`src/rtl/assert_macros.svh`:
```
// ----------------------------------------------------------------------------
// Assertion macros
// Shared helpers for the concurrent checks in the RTL. They collapse to
// nothing when SYNTHESIS is defined.
// ----------------------------------------------------------------------------
`ifndef ASSERT_MACROS_SVH
`define ASSERT_MACROS_SVH

`ifndef SYNTHESIS

// When cond holds at a clock edge, prop must hold at the same edge.
`define ASSERT_IMPLY(label, clk, rst_n, cond, prop) \
	label: assert property (@(posedge clk) disable iff (!(rst_n)) (cond) |-> (prop)) \
		else $error("assertion failed: same-cycle implication");

// When cond holds at a clock edge, prop must hold at the next edge.
`define ASSERT_NEXT(label, clk, rst_n, cond, prop) \
	label: assert property (@(posedge clk) disable iff (!(rst_n)) (cond) |=> (prop)) \
		else $error("assertion failed: next-cycle implication");

`else

`define ASSERT_IMPLY(label, clk, rst_n, cond, prop)
`define ASSERT_NEXT(label, clk, rst_n, cond, prop)

`endif

`endif

```
`src/rtl/scc_pkg.sv`:
```
// ----------------------------------------------------------------------------
// scc_pkg
// Types, character codes and the half-step table of the conveyor run control.
// ----------------------------------------------------------------------------
package scc_pkg;

	typedef logic [7:0] byte_t;
	typedef logic [3:0] coil_t;

	// Event kinds carried on the input word.
	typedef enum logic [1:0] {
		OP_BYTE   = 2'd0,
		OP_TICK   = 2'd1,
		OP_FILTER = 2'd2,
		OP_SWITCH = 2'd3
	} op_t;

	// Keyword candidate bits.
	localparam int unsigned CAND_RUN  = 0;
	localparam int unsigned CAND_STOP = 1;
	localparam int unsigned CAND_HALT = 2;
	localparam logic [2:0]  CAND_ALL  = 3'b111;

	localparam byte_t CH_NUL   = 8'h00;
	localparam byte_t CH_TAB   = 8'h09;
	localparam byte_t CH_LF    = 8'h0A;
	localparam byte_t CH_CR    = 8'h0D;
	localparam byte_t CH_SPACE = 8'h20;
	localparam byte_t CH_UPPER_A = 8'h41;
	localparam byte_t CH_UPPER_Z = 8'h5A;
	localparam byte_t CASE_OFFSET = 8'h20;

	// Word length saturates here.
	localparam logic [2:0] WORD_LEN_MAX = 3'd5;

	function automatic coil_t half_step(input logic [2:0] idx);
		coil_t pat;
		case (idx)
			3'd0: pat = 4'h1;
			3'd1: pat = 4'h3;
			3'd2: pat = 4'h2;
			3'd3: pat = 4'h6;
			3'd4: pat = 4'h4;
			3'd5: pat = 4'hC;
			3'd6: pat = 4'h8;
			3'd7: pat = 4'h9;
			default: pat = 4'h0;
		endcase
		return pat;
	endfunction

	function automatic byte_t run_char(input logic [1:0] pos);
		byte_t ch;
		case (pos)
			2'd0: ch = "r";
			2'd1: ch = "u";
			2'd2: ch = "n";
			default: ch = CH_NUL;
		endcase
		return ch;
	endfunction

	function automatic byte_t stop_char(input logic [1:0] pos);
		byte_t ch;
		case (pos)
			2'd0: ch = "s";
			2'd1: ch = "t";
			2'd2: ch = "o";
			2'd3: ch = "p";
			default: ch = CH_NUL;
		endcase
		return ch;
	endfunction

	function automatic byte_t halt_char(input logic [1:0] pos);
		byte_t ch;
		case (pos)
			2'd0: ch = "h";
			2'd1: ch = "a";
			2'd2: ch = "l";
			2'd3: ch = "t";
			default: ch = CH_NUL;
		endcase
		return ch;
	endfunction

endpackage

```
`src/rtl/stepper_conveyor_run_control.sv`:
```
// ----------------------------------------------------------------------------
// stepper_conveyor_run_control
// Conveyor run latch, half-step coil sequencer and command-line word scanner.
// ----------------------------------------------------------------------------
// Each input word is one event: a received command byte, a step tick, a
// filter-sensor interrupt or a completed run-switch press, all carrying the
// qualified filter-present level. Every event produces exactly one result word
// holding the coil drive and the run latch as they stand after that event. The
// block takes one word per clock while in_stall is low. The event is first
// captured in an input register, then one short pass of logic updates the
// control state and loads the result register for output. Input stall
// only rises when the result register is full and the far side is stalling,
// so with the output drained the sustained rate is one event per cycle. The
// run latch comes out of reset set, the coils low. The run-switch enable
// register resets to one and is written through its own valid/ready port,
// which is always ready; it should only be changed while the block is idle.
// ----------------------------------------------------------------------------
module stepper_conveyor_run_control #(
	parameter int LINE_CAPACITY = 24
) (
	input  logic           clk,
	input  logic           arst_n,
	// Configuration write channel.
	input  logic           cfg_valid,
	output logic           cfg_ready,
	input  logic           cfg_data,
	// Event input channel.
	input  logic           in_valid,
	output logic           in_stall,
	input  scc_pkg::op_t   operation,
	input  logic [7:0]     byte_value,
	input  logic           filter_level,
	// Result output channel.
	output logic           out_valid,
	input  logic           out_stall,
	output scc_pkg::coil_t coil_pattern,
	output logic           run_latched
);

	import scc_pkg::*;

	`include "assert_macros.svh"

	// The line counter only ever holds up to LINE_CAPACITY - 1.
	localparam int LenW = $clog2(LINE_CAPACITY);
	localparam logic [LenW-1:0] LenLimit = LenW'(LINE_CAPACITY - 1);

	// ------------------------------------------------------------------
	// Handshake
	// ------------------------------------------------------------------
	logic in_fire;
	logic adv_s1;
	logic valid_s1;
	logic out_valid_q;

	// Stage one moves on whenever the result register is empty or is being
	// emptied this cycle.
	assign adv_s1   = valid_s1 & (~out_valid_q | ~out_stall);
	assign in_stall = valid_s1 & ~adv_s1;
	assign in_fire  = in_valid & ~in_stall;

	assign cfg_ready = 1'b1;

	// ------------------------------------------------------------------
	// Configuration register
	// ------------------------------------------------------------------
	logic sw_enable_q;

	always_ff @(posedge clk or negedge arst_n) begin
		if (!arst_n) begin
			sw_enable_q <= 1'b1;
		end else if (cfg_valid && cfg_ready) begin
			sw_enable_q <= cfg_data;
		end
	end

	// ------------------------------------------------------------------
	// Input register
	// ------------------------------------------------------------------
	op_t   op_s1;
	byte_t byte_s1;
	logic  filter_s1;

	always_ff @(posedge clk or negedge arst_n) begin
		if (!arst_n) begin
			valid_s1 <= 1'b0;
		end else if (in_fire) begin
			valid_s1 <= 1'b1;
		end else if (adv_s1) begin
			valid_s1 <= 1'b0;
		end
	end

	always_ff @(posedge clk) begin
		if (in_fire) begin
			op_s1     <= operation;
			byte_s1   <= byte_value;
			filter_s1 <= filter_level;
		end
	end

	// ------------------------------------------------------------------
	// Control state
	// ------------------------------------------------------------------
	logic            run_q;
	logic [2:0]      phase_q;
	coil_t           coil_q;
	logic [LenW-1:0] line_len_q;
	logic            lead_q;
	logic [2:0]      word_len_q;
	logic [2:0]      cand_q;
	logic            nul_seen_q;

	logic            run_d;
	logic [2:0]      phase_d;
	coil_t           coil_d;
	logic [LenW-1:0] line_len_d;
	logic            lead_d;
	logic [2:0]      word_len_d;
	logic [2:0]      cand_d;
	logic            nul_seen_d;

	byte_t      ch_lc;
	logic [1:0] pos2;
	logic       run_req;
	logic       stop_req;

	// Lower-cased byte and the low bits of the word position, which index the
	// keyword letters while the position is in range.
	always_comb begin
		ch_lc = byte_s1;
		if ((byte_s1 >= CH_UPPER_A) && (byte_s1 <= CH_UPPER_Z)) begin
			ch_lc = byte_s1 + CASE_OFFSET;
		end
	end

	assign pos2 = word_len_q[1:0];

	// A line end decides on the word gathered so far: a one-letter word counts
	// only as r or s, so the candidate bits tell them apart.
	always_comb begin
		run_req  = ((word_len_q == 3'd3) && cand_q[CAND_RUN]) ||
			((word_len_q == 3'd1) && cand_q[CAND_RUN]);
		stop_req = ((word_len_q == 3'd4) && (cand_q[CAND_STOP] || cand_q[CAND_HALT])) ||
			((word_len_q == 3'd1) && cand_q[CAND_STOP]);
	end

	always_comb begin
		run_d      = run_q;
		phase_d    = phase_q;
		coil_d     = coil_q;
		line_len_d = line_len_q;
		lead_d     = lead_q;
		word_len_d = word_len_q;
		cand_d     = cand_q;
		nul_seen_d = nul_seen_q;

		case (op_s1)
			OP_BYTE: begin
				if ((byte_s1 == CH_CR) || (byte_s1 == CH_LF)) begin
					if (run_req && !filter_s1) begin
						run_d = 1'b1;
					end
					if (stop_req) begin
						run_d  = 1'b0;
						coil_d = '0;
					end
					line_len_d = '0;
					lead_d     = 1'b1;
					word_len_d = '0;
					cand_d     = CAND_ALL;
					nul_seen_d = 1'b0;
				end else if (line_len_q < LenLimit) begin
					line_len_d = line_len_q + 1'b1;
					if (!nul_seen_q) begin
						if (byte_s1 == CH_NUL) begin
							nul_seen_d = 1'b1;
						end else if (!(lead_q && ((ch_lc == CH_SPACE) || (ch_lc == CH_TAB)))) begin
							lead_d = 1'b0;
							if ((word_len_q >= 3'd3) || (ch_lc != run_char(pos2))) begin
								cand_d[CAND_RUN] = 1'b0;
							end
							if ((word_len_q >= 3'd4) || (ch_lc != stop_char(pos2))) begin
								cand_d[CAND_STOP] = 1'b0;
							end
							if ((word_len_q >= 3'd4) || (ch_lc != halt_char(pos2))) begin
								cand_d[CAND_HALT] = 1'b0;
							end
							if (word_len_q < WORD_LEN_MAX) begin
								word_len_d = word_len_q + 3'd1;
							end
						end
					end
				end
			end
			OP_TICK: begin
				if (!run_q) begin
					coil_d = '0;
				end else if (filter_s1) begin
					run_d  = 1'b0;
					coil_d = '0;
				end else begin
					coil_d  = half_step(phase_q);
					phase_d = phase_q + 3'd1;
				end
			end
			OP_FILTER: begin
				if (filter_s1) begin
					run_d  = 1'b0;
					coil_d = '0;
				end
			end
			OP_SWITCH: begin
				if (sw_enable_q && !filter_s1) begin
					run_d = 1'b1;
				end
			end
			default: begin
			end
		endcase
	end

	always_ff @(posedge clk or negedge arst_n) begin
		if (!arst_n) begin
			run_q      <= 1'b1;
			phase_q    <= '0;
			coil_q     <= '0;
			line_len_q <= '0;
			lead_q     <= 1'b1;
			word_len_q <= '0;
			cand_q     <= CAND_ALL;
			nul_seen_q <= 1'b0;
		end else if (adv_s1) begin
			run_q      <= run_d;
			phase_q    <= phase_d;
			coil_q     <= coil_d;
			line_len_q <= line_len_d;
			lead_q     <= lead_d;
			word_len_q <= word_len_d;
			cand_q     <= cand_d;
			nul_seen_q <= nul_seen_d;
		end
	end

	// ------------------------------------------------------------------
	// Result register
	// ------------------------------------------------------------------
	coil_t coil_out_q;
	logic  run_out_q;

	always_ff @(posedge clk or negedge arst_n) begin
		if (!arst_n) begin
			out_valid_q <= 1'b0;
		end else if (adv_s1) begin
			out_valid_q <= 1'b1;
		end else if (!out_stall) begin
			out_valid_q <= 1'b0;
		end
	end

	always_ff @(posedge clk) begin
		if (adv_s1) begin
			coil_out_q <= coil_d;
			run_out_q  <= run_d;
		end
	end

	assign out_valid    = out_valid_q;
	assign coil_pattern = coil_out_q;
	assign run_latched  = run_out_q;

	// ------------------------------------------------------------------
	// Checks
	// ------------------------------------------------------------------
	`ASSERT_IMPLY(a_coils_need_run, clk, arst_n, coil_q != 4'h0, run_q)
	`ASSERT_IMPLY(a_line_len_bound, clk, arst_n, 1'b1, line_len_q <= LenLimit)
	`ASSERT_IMPLY(a_word_len_bound, clk, arst_n, 1'b1, word_len_q <= WORD_LEN_MAX)
	`ASSERT_IMPLY(a_stall_only_when_full, clk, arst_n, in_stall,
		valid_s1 && out_valid_q && out_stall)
	`ASSERT_NEXT(a_advance_fills_output, clk, arst_n, adv_s1, out_valid_q)

endmodule

```
`config.mk`:
```
export PLATFORM = sky130hd
export DESIGN_NAME = stepper_conveyor_run_control
export DESIGN_NICKNAME = d
export VERILOG_FILES = /design/src/rtl/scc_pkg.sv /design/src/rtl/stepper_conveyor_run_control.sv
export VERILOG_INCLUDE_DIRS = /design/src /design/src/rtl
export SDC_FILE = /design/constraint.sdc
export NUM_CORES = 1
export LEC_CHECK = 0
export ABC_AREA = 0
export BUFFER_PORTS_ARGS = -buffer_cell sky130_fd_sc_hd__buf_2
export CELL_PAD_IN_SITES_DETAIL_PLACEMENT = 1
export CELL_PAD_IN_SITES_GLOBAL_PLACEMENT = 2
export CORE_AREA = 2 2 81 83
export DETAILED_ROUTE_END_ITERATION = 8
export DIE_AREA = 0 0 83 85
export HOLD_SLACK_MARGIN = 0.1
export PLACE_DENSITY_LB_ADDON = 0.1
export SLEW_MARGIN = 20
export SYNTH_ARGS = -nofsm -noshare
export SYNTH_HDL_FRONTEND = slang
export SYNTH_SLANG_ARGS = --single-unit
```
`constraint.sdc`:
```
create_clock -name clk -period 2.7 [get_ports clk]
set_clock_uncertainty 0.1 [all_clocks]
set_input_delay 0.135 -clock clk [delete_from_list [all_inputs] [get_ports clk]]
set_output_delay 0.135 -clock clk [all_outputs]
set_load 0.02 [all_outputs]
```
==> results.ini, run 1 <==
[run_status]
status = complete, no violations

[cts]
cts_made_buffers = 5
path_clk_slew_ns = 0.08
clk-insertion-delay-late_ns = 0.29
cts_buffer_depth = 2
cts_resized = 0
cts_num_sinks = 40
cts_tree = yes
cts_max_level = 2
cts_root_buffer = clkbuf_8

[yosys]
synth_area_sq_um = 2310
synthesis.nets = 243
yosysTopAreaCell = edfxtp_1
synth.distinct_cells = 62
synth_area_leaders = edfxtp_1 21%, dfrtp_1 20%, dfstp_2 6.8%, ha_1 4.9%, xnor2_1 2.7%
ys_ff_latch = 40
synthTopCellsByCount = 18 x dfrtp_1, 16 x edfxtp_1, 16 x nor2_1
synth.avg_cell_area_sq_um = 10.6
yosysMostFrequentCell = dfrtp_1
synth_warnings = 0
synth_edf_count = 16
yosys.area.top_type_share_pct = 20.8
ys_seq_area_share_pct = 47.2
synthCells = 217
synth-async-reset-ratio_pct = 60.0
synth_ff_type = dfrtp_1

[floorplan]
die-area_sq_um = 7060
core_sq_um = 6200
start_util_pct = 37.2
die_y_um = 85
io_pins = 25
std_cell_rows = 29
die_w_um = 83

[sta]
slew_viol_final = 0
rsz0062_at_grt = no
tightest_slew_ns = 0.578
slew_headroom_pct = 61.5
layout_setup_ws_ns = 0.361
finalHoldViolations = 0
post-route-min-period_ns = 2.34
holdWs_ns = 0.274
tns_ns = 0
min_period_over_period_pct = 86.6
fmax_mhz = 427
setup_viol = 0

[power_and_ir_drop]
powerDensity_nw_per_um2 = 638
power_leakage_nw = 1.15
irDropWorstVdd_mv = 0.314
fin_total_pwr_mw = 1.74

[critical_path]
crit_type = reg -> reg
path_max_fanout = 10
r2r_start = byte_s1[5]
arrival_ns = 2.41
critPathCaptureType = flop
reg2reg_slack_ns = 0.36
crit_required_ns = 2.77
start_kind = flop
reg2regPathDepth = 5
rr_endpoint = word_len_q[2]

[global_route]
grt_max_degree = 25
gr-usage-met1_pct = 21.8
busiest_layer = met2
track_usage_pct = 17.0
gr-total-overflow = 0
grt_pass1_vias = 1927
use_met2_pct = 28.9
grt_first_pass_wirelength_um = 9540
use_met3_pct = 3.60
antenna_found_initial = 0

[placement]
portBuffers = 23
dp_cells = 307
place.gp.congestion = 0.842
place_area_sq_um = 2470
dp_hpwl_um = 4080
place_ws_ns = 0.376

[final_layout]
finalNonFillerCells = 332
diodes = 0
drive_gt1_share_pct = 20.4
finish.utilization_pct = 44.0
synthToLayoutAreaGrowth_pct = 18.4
fin_area_sq_um = 2730
final_nets = 280

[route]
ant_nets = 0
vias = 1812
totalWireLength_um = 5530
drt-initial-drc-count = 137
drt-vias-per-instance = 5.46
first_pass_iters = 4
wl_per_cell_um = 16.7
drc = 0

[worst_hold_path]
worstHoldPathType = in -> async

[job]
maxCapViolCount = 0

cell usage in the layout (no fill, tap or decap), types with 8 or more instances in the layout:
| master | Yosys | final |
|---|---|---|
| edfxtp_1 | 16 | 16 |
| buf_2 | 5 | 23 |
| ha_1 | 9 | 9 |
| a21oi_1 | 10 | 10 |
| dlygate4sd3_1 | 0 | 17 |
| nand3_1 | 8 | 8 |
| nor2_1 | 16 | 16 |
| nand2_1 | 11 | 11 |
| inv_1 | 12 | 12 |
| dfrtp_1 | 18 | 18 |
| o21ai_0 | 9 | 9 |
state kept, by name (all words and copies together) (netlist names), 2 cells and up:
signal        flops
coil_q            4
word_len_q        3
op_s1             2
coil_pattern      4
phase_q           3
byte_s1           8
line_len_q        5
cand_q            3
power by group:
group	switching, mW	internal, mW
combinational	0.244	0.219
clock	0.201	0.208
sequential	0.135	0.736
total	0.580	1.16
layout make-up:
type,instances,area (sq um)
timing repair buffer,41,293
inverter,13,48.8
multi-input combinational,153,1110
tap,77,96.3
clock inverter,1,7.51
sequential,40,1090
fill,677,3470
clock buffer,7,86.3
critical path, stage by stage, from the launching register on:
cell and delay [ns]:
edfxtp_1 0.56, ha_1 0.37, or2_2 0.29, o32a_2 0.42, o21a_1 0.27, a22o_1 0.22
kinds of logic (layout without fill, tap and decap cells):
logic type               count (synthesis)  in the layout  synth area share, %
AO/OA/AOI/OAI                           64             64                 21.0
flip-flops                              40             40                 47.2
multiplexers                             5              5                 2.28
buffers and inverters                   24             62                 4.66
adder cells (fa/ha/maj)                  9              9                 4.88
other                                    1              1                0.162
XOR/XNOR                                11             11                 4.17
AND/OR/NAND/NOR                         63             63                 15.7
worst max path at each step:
stage | startpoint | end | slack (ns) | cells past startpoint
floorplan | byte_s1[6] | word_len_q[2] | 0.56 | 5
global placement | byte_s1[5] | word_len_q[2] | 0.42 | 5
detailed placement | byte_s1[5] | word_len_q[2] | 0.38 | 5
CTS | byte_s1[5] | word_len_q[2] | 0.36 | 5
global route | byte_s1[1] | word_len_q[0] | 0.25 | 5
finish | byte_s1[5] | word_len_q[2] | 0.36 | 5
layer usage:
layer  vias to the layer above  share of wire [%]
li1                        878                  -
met1                       894                 47
met2                        31                 49
met3                         9                3.0
met4                         0                1.3
met5                         -                  0
repair_timing:
| item | in CTS | in global routing |
|---|---|---|
| setup endpoints to repair | 0 | 0 |
| hold buffers | 17 | 0 |
| buffers inserted | 0 | 0 |
| endpoints found under the hold margin | 32 | 0 |
No activity file was read; power rests on OpenSTA's default activity.
==> run 2: changes to the inputs <==
Settings changed: PLACE_DENSITY set to 0.87, PLACE_DENSITY_LB_ADDON 0.1 to unset.
==> results.ini, run 2 (same netlist as run 1, synthesis figures left out) <==
[final_layout]
diodes = 0  ; unchanged
synthToLayoutAreaGrowth_pct = 18.5
finalNonFillerCells = 333  ; +0.30%
drive_gt1_share_pct = 21.1  ; +0.70 points
top_regs = byte_s1 x8, line_len_q x5
mostFrequentLayoutCells = 23 x buf_2, 18 x dfrtp_1, 17 x dlygate4sd3_1
top_register = byte_s1
multiInputGateArea_sq_um = 1110  ; unchanged
fillerInstances = 680  ; +0.44%
largest_reg_flops = 8  ; unchanged
finish.utilization_pct = 44.1  ; +0.061 points
seq_area_sq_um = 1090  ; unchanged
layout_commonest_cell = buf_2
final_nets = 281  ; +0.36%

[floorplan]
die_w_um = 83  ; unchanged
core_sq_um = 6200  ; unchanged
start_util_pct = 37.2  ; unchanged
io_pins = 25  ; unchanged
die-area_sq_um = 7060  ; unchanged
die_y_um = 85  ; unchanged
std_cell_rows = 29  ; unchanged

[sta]
min_period_over_period_pct = 87.4  ; +0.78 points
fmax_mhz = 424  ; -0.89%
slew_viol_final = 0  ; unchanged
finalHoldViolations = 0  ; unchanged
tightest_slew_ns = 0.541  ; -0.0368 ns
rsz0062_at_grt = no
post-route-min-period_ns = 2.36  ; +0.0210 ns
setup_viol = 0  ; unchanged
tns_ns = 0  ; unchanged
holdWs_ns = 0.250  ; -0.0249 ns
slew_headroom_pct = 63.9  ; +2.5 points

[critical_path]
path_max_fanout = 10  ; unchanged
crit_required_ns = 2.79  ; +0.02 ns
critPathCaptureType = flop
arrival_ns = 2.45  ; +0.04 ns
crit_type = reg -> reg
start_kind = flop

[power_and_ir_drop]
power_leakage_nw = 1.15  ; +0.42%
fin_total_pwr_mw = 1.73  ; -0.43%
irDropWorstVdd_mv = 0.389  ; +24%
powerDensity_nw_per_um2 = 634  ; -0.57%

[global_route]
gr-usage-met1_pct = 21.4  ; -0.41 points
antenna_found_initial = 0  ; unchanged
grt_pass1_vias = 1898  ; -1.5%
grt_max_degree = 25  ; unchanged
busiest_layer = met2
grt_first_pass_wirelength_um = 9370  ; -1.8%
use_met2_pct = 28.5  ; -0.37 points
use_met3_pct = 2.72  ; -0.88 points
gr-total-overflow = 0  ; unchanged
track_usage_pct = 16.6  ; -0.32 points

[cts]
post_cts_buffers = 0  ; unchanged
cts_num_sinks = 40  ; unchanged
cts_root_buffer = clkbuf_8
cts_buffer_depth = 2  ; unchanged
path_clk_slew_ns = 0.08  ; about the same
cts_hold_buffers = 17  ; unchanged
cts_max_level = 2  ; unchanged
cts_made_buffers = 5  ; unchanged
cts_resized = 0  ; unchanged
clk-insertion-delay-late_ns = 0.30  ; about the same
cts_tree = yes

[job]
maxCapViolCount = 0  ; unchanged

[placement]
portBuffers = 23  ; unchanged
place.gp.congestion = 0.846  ; +0.56%
dp_cells = 308  ; +0.33%
dp_hpwl_um = 3760  ; -7.8%

[run_status]
status = complete, no violations

[route]
drc = 0  ; unchanged
totalWireLength_um = 5410  ; -2.3%
vias = 1793  ; -1.0%
ant_nets = 0  ; unchanged
drt-initial-drc-count = 86  ; -37%
wl_per_cell_um = 16.2  ; -2.6%
first_pass_iters = 4  ; unchanged
drt-vias-per-instance = 5.38  ; -1.3%

[worst_hold_path]
worstHoldPathType = in -> async

==> run 2: changes by cell type in the layout (fill, tap and decap cells not counted), sizes merged <==
| cell | change |
|---|---|
| clkinv | +1 |
| inv | +1 |
| clkbuf | -2 |
| buf | +1 |
==> run 2: where the power goes <==
group	leakage [nW]	internal [mW]	switching, mW
clock	0.0445	0.184	0.236
combinational	0.672	0.216	0.235
sequential	0.439	0.736	0.129
total	1.15	1.14	0.599
==> run 2: per-stage QoR <==
stage / area (sq um) / setup slack [ns]
after global routing: 2740 / 0.253
final: 2740 / 0.340
after detailed placement: 2480 / 0.377
after CTS: 2740 / 0.357
after floorplan: 2310 / 0.555
after global placement: 2480 / 0.410
==> run 2: area by class of cell <==
| cell class | count | share of cell area (%) |
|---|---|---|
| multi-input cells | 153 | 40.6 |
| flip-flops and latches | 40 | 39.8 |
| repair buffers | 42 | 11.0 |
| well taps | 77 | 3.52 |
| clock buffers | 5 | 2.51 |
| inverters | 13 | 1.78 |
| clock inverters | 3 | 0.777 |
==> run 2: critical path, cell delays in order, from the launching register on <==
cell and delay (ns):
edfxtp_1 0.56, ha_1 0.37, or2_2 0.30, o32a_2 0.41
o21a_1 0.29, a22o_1 0.22
==> run 2: worst paths after layout <==
kind | depth (start not counted) | end | start | slack (ns)
setup reg to reg | 5 | word_len_q[2] | byte_s1[5] | 0.34
max in group asynchronous | 2 | sw_enable_q | arst_n | 1.88
min in group clk | 1 | out_valid | valid_s1 | 0.39
hold reg to reg | 1 | out_valid | valid_s1 | 0.39
hold / removal | 2 | word_len_q[0] | arst_n | 0.25
setup / recovery | 5 | word_len_q[2] | byte_s1[5] | 0.34
==> run 2: routing by layer <==
layer	share of wire, %	vias up
met1	47	882
met2	49	27
met4	1.5	0
met3	2.1	5
met5	0	-
li1	-	879
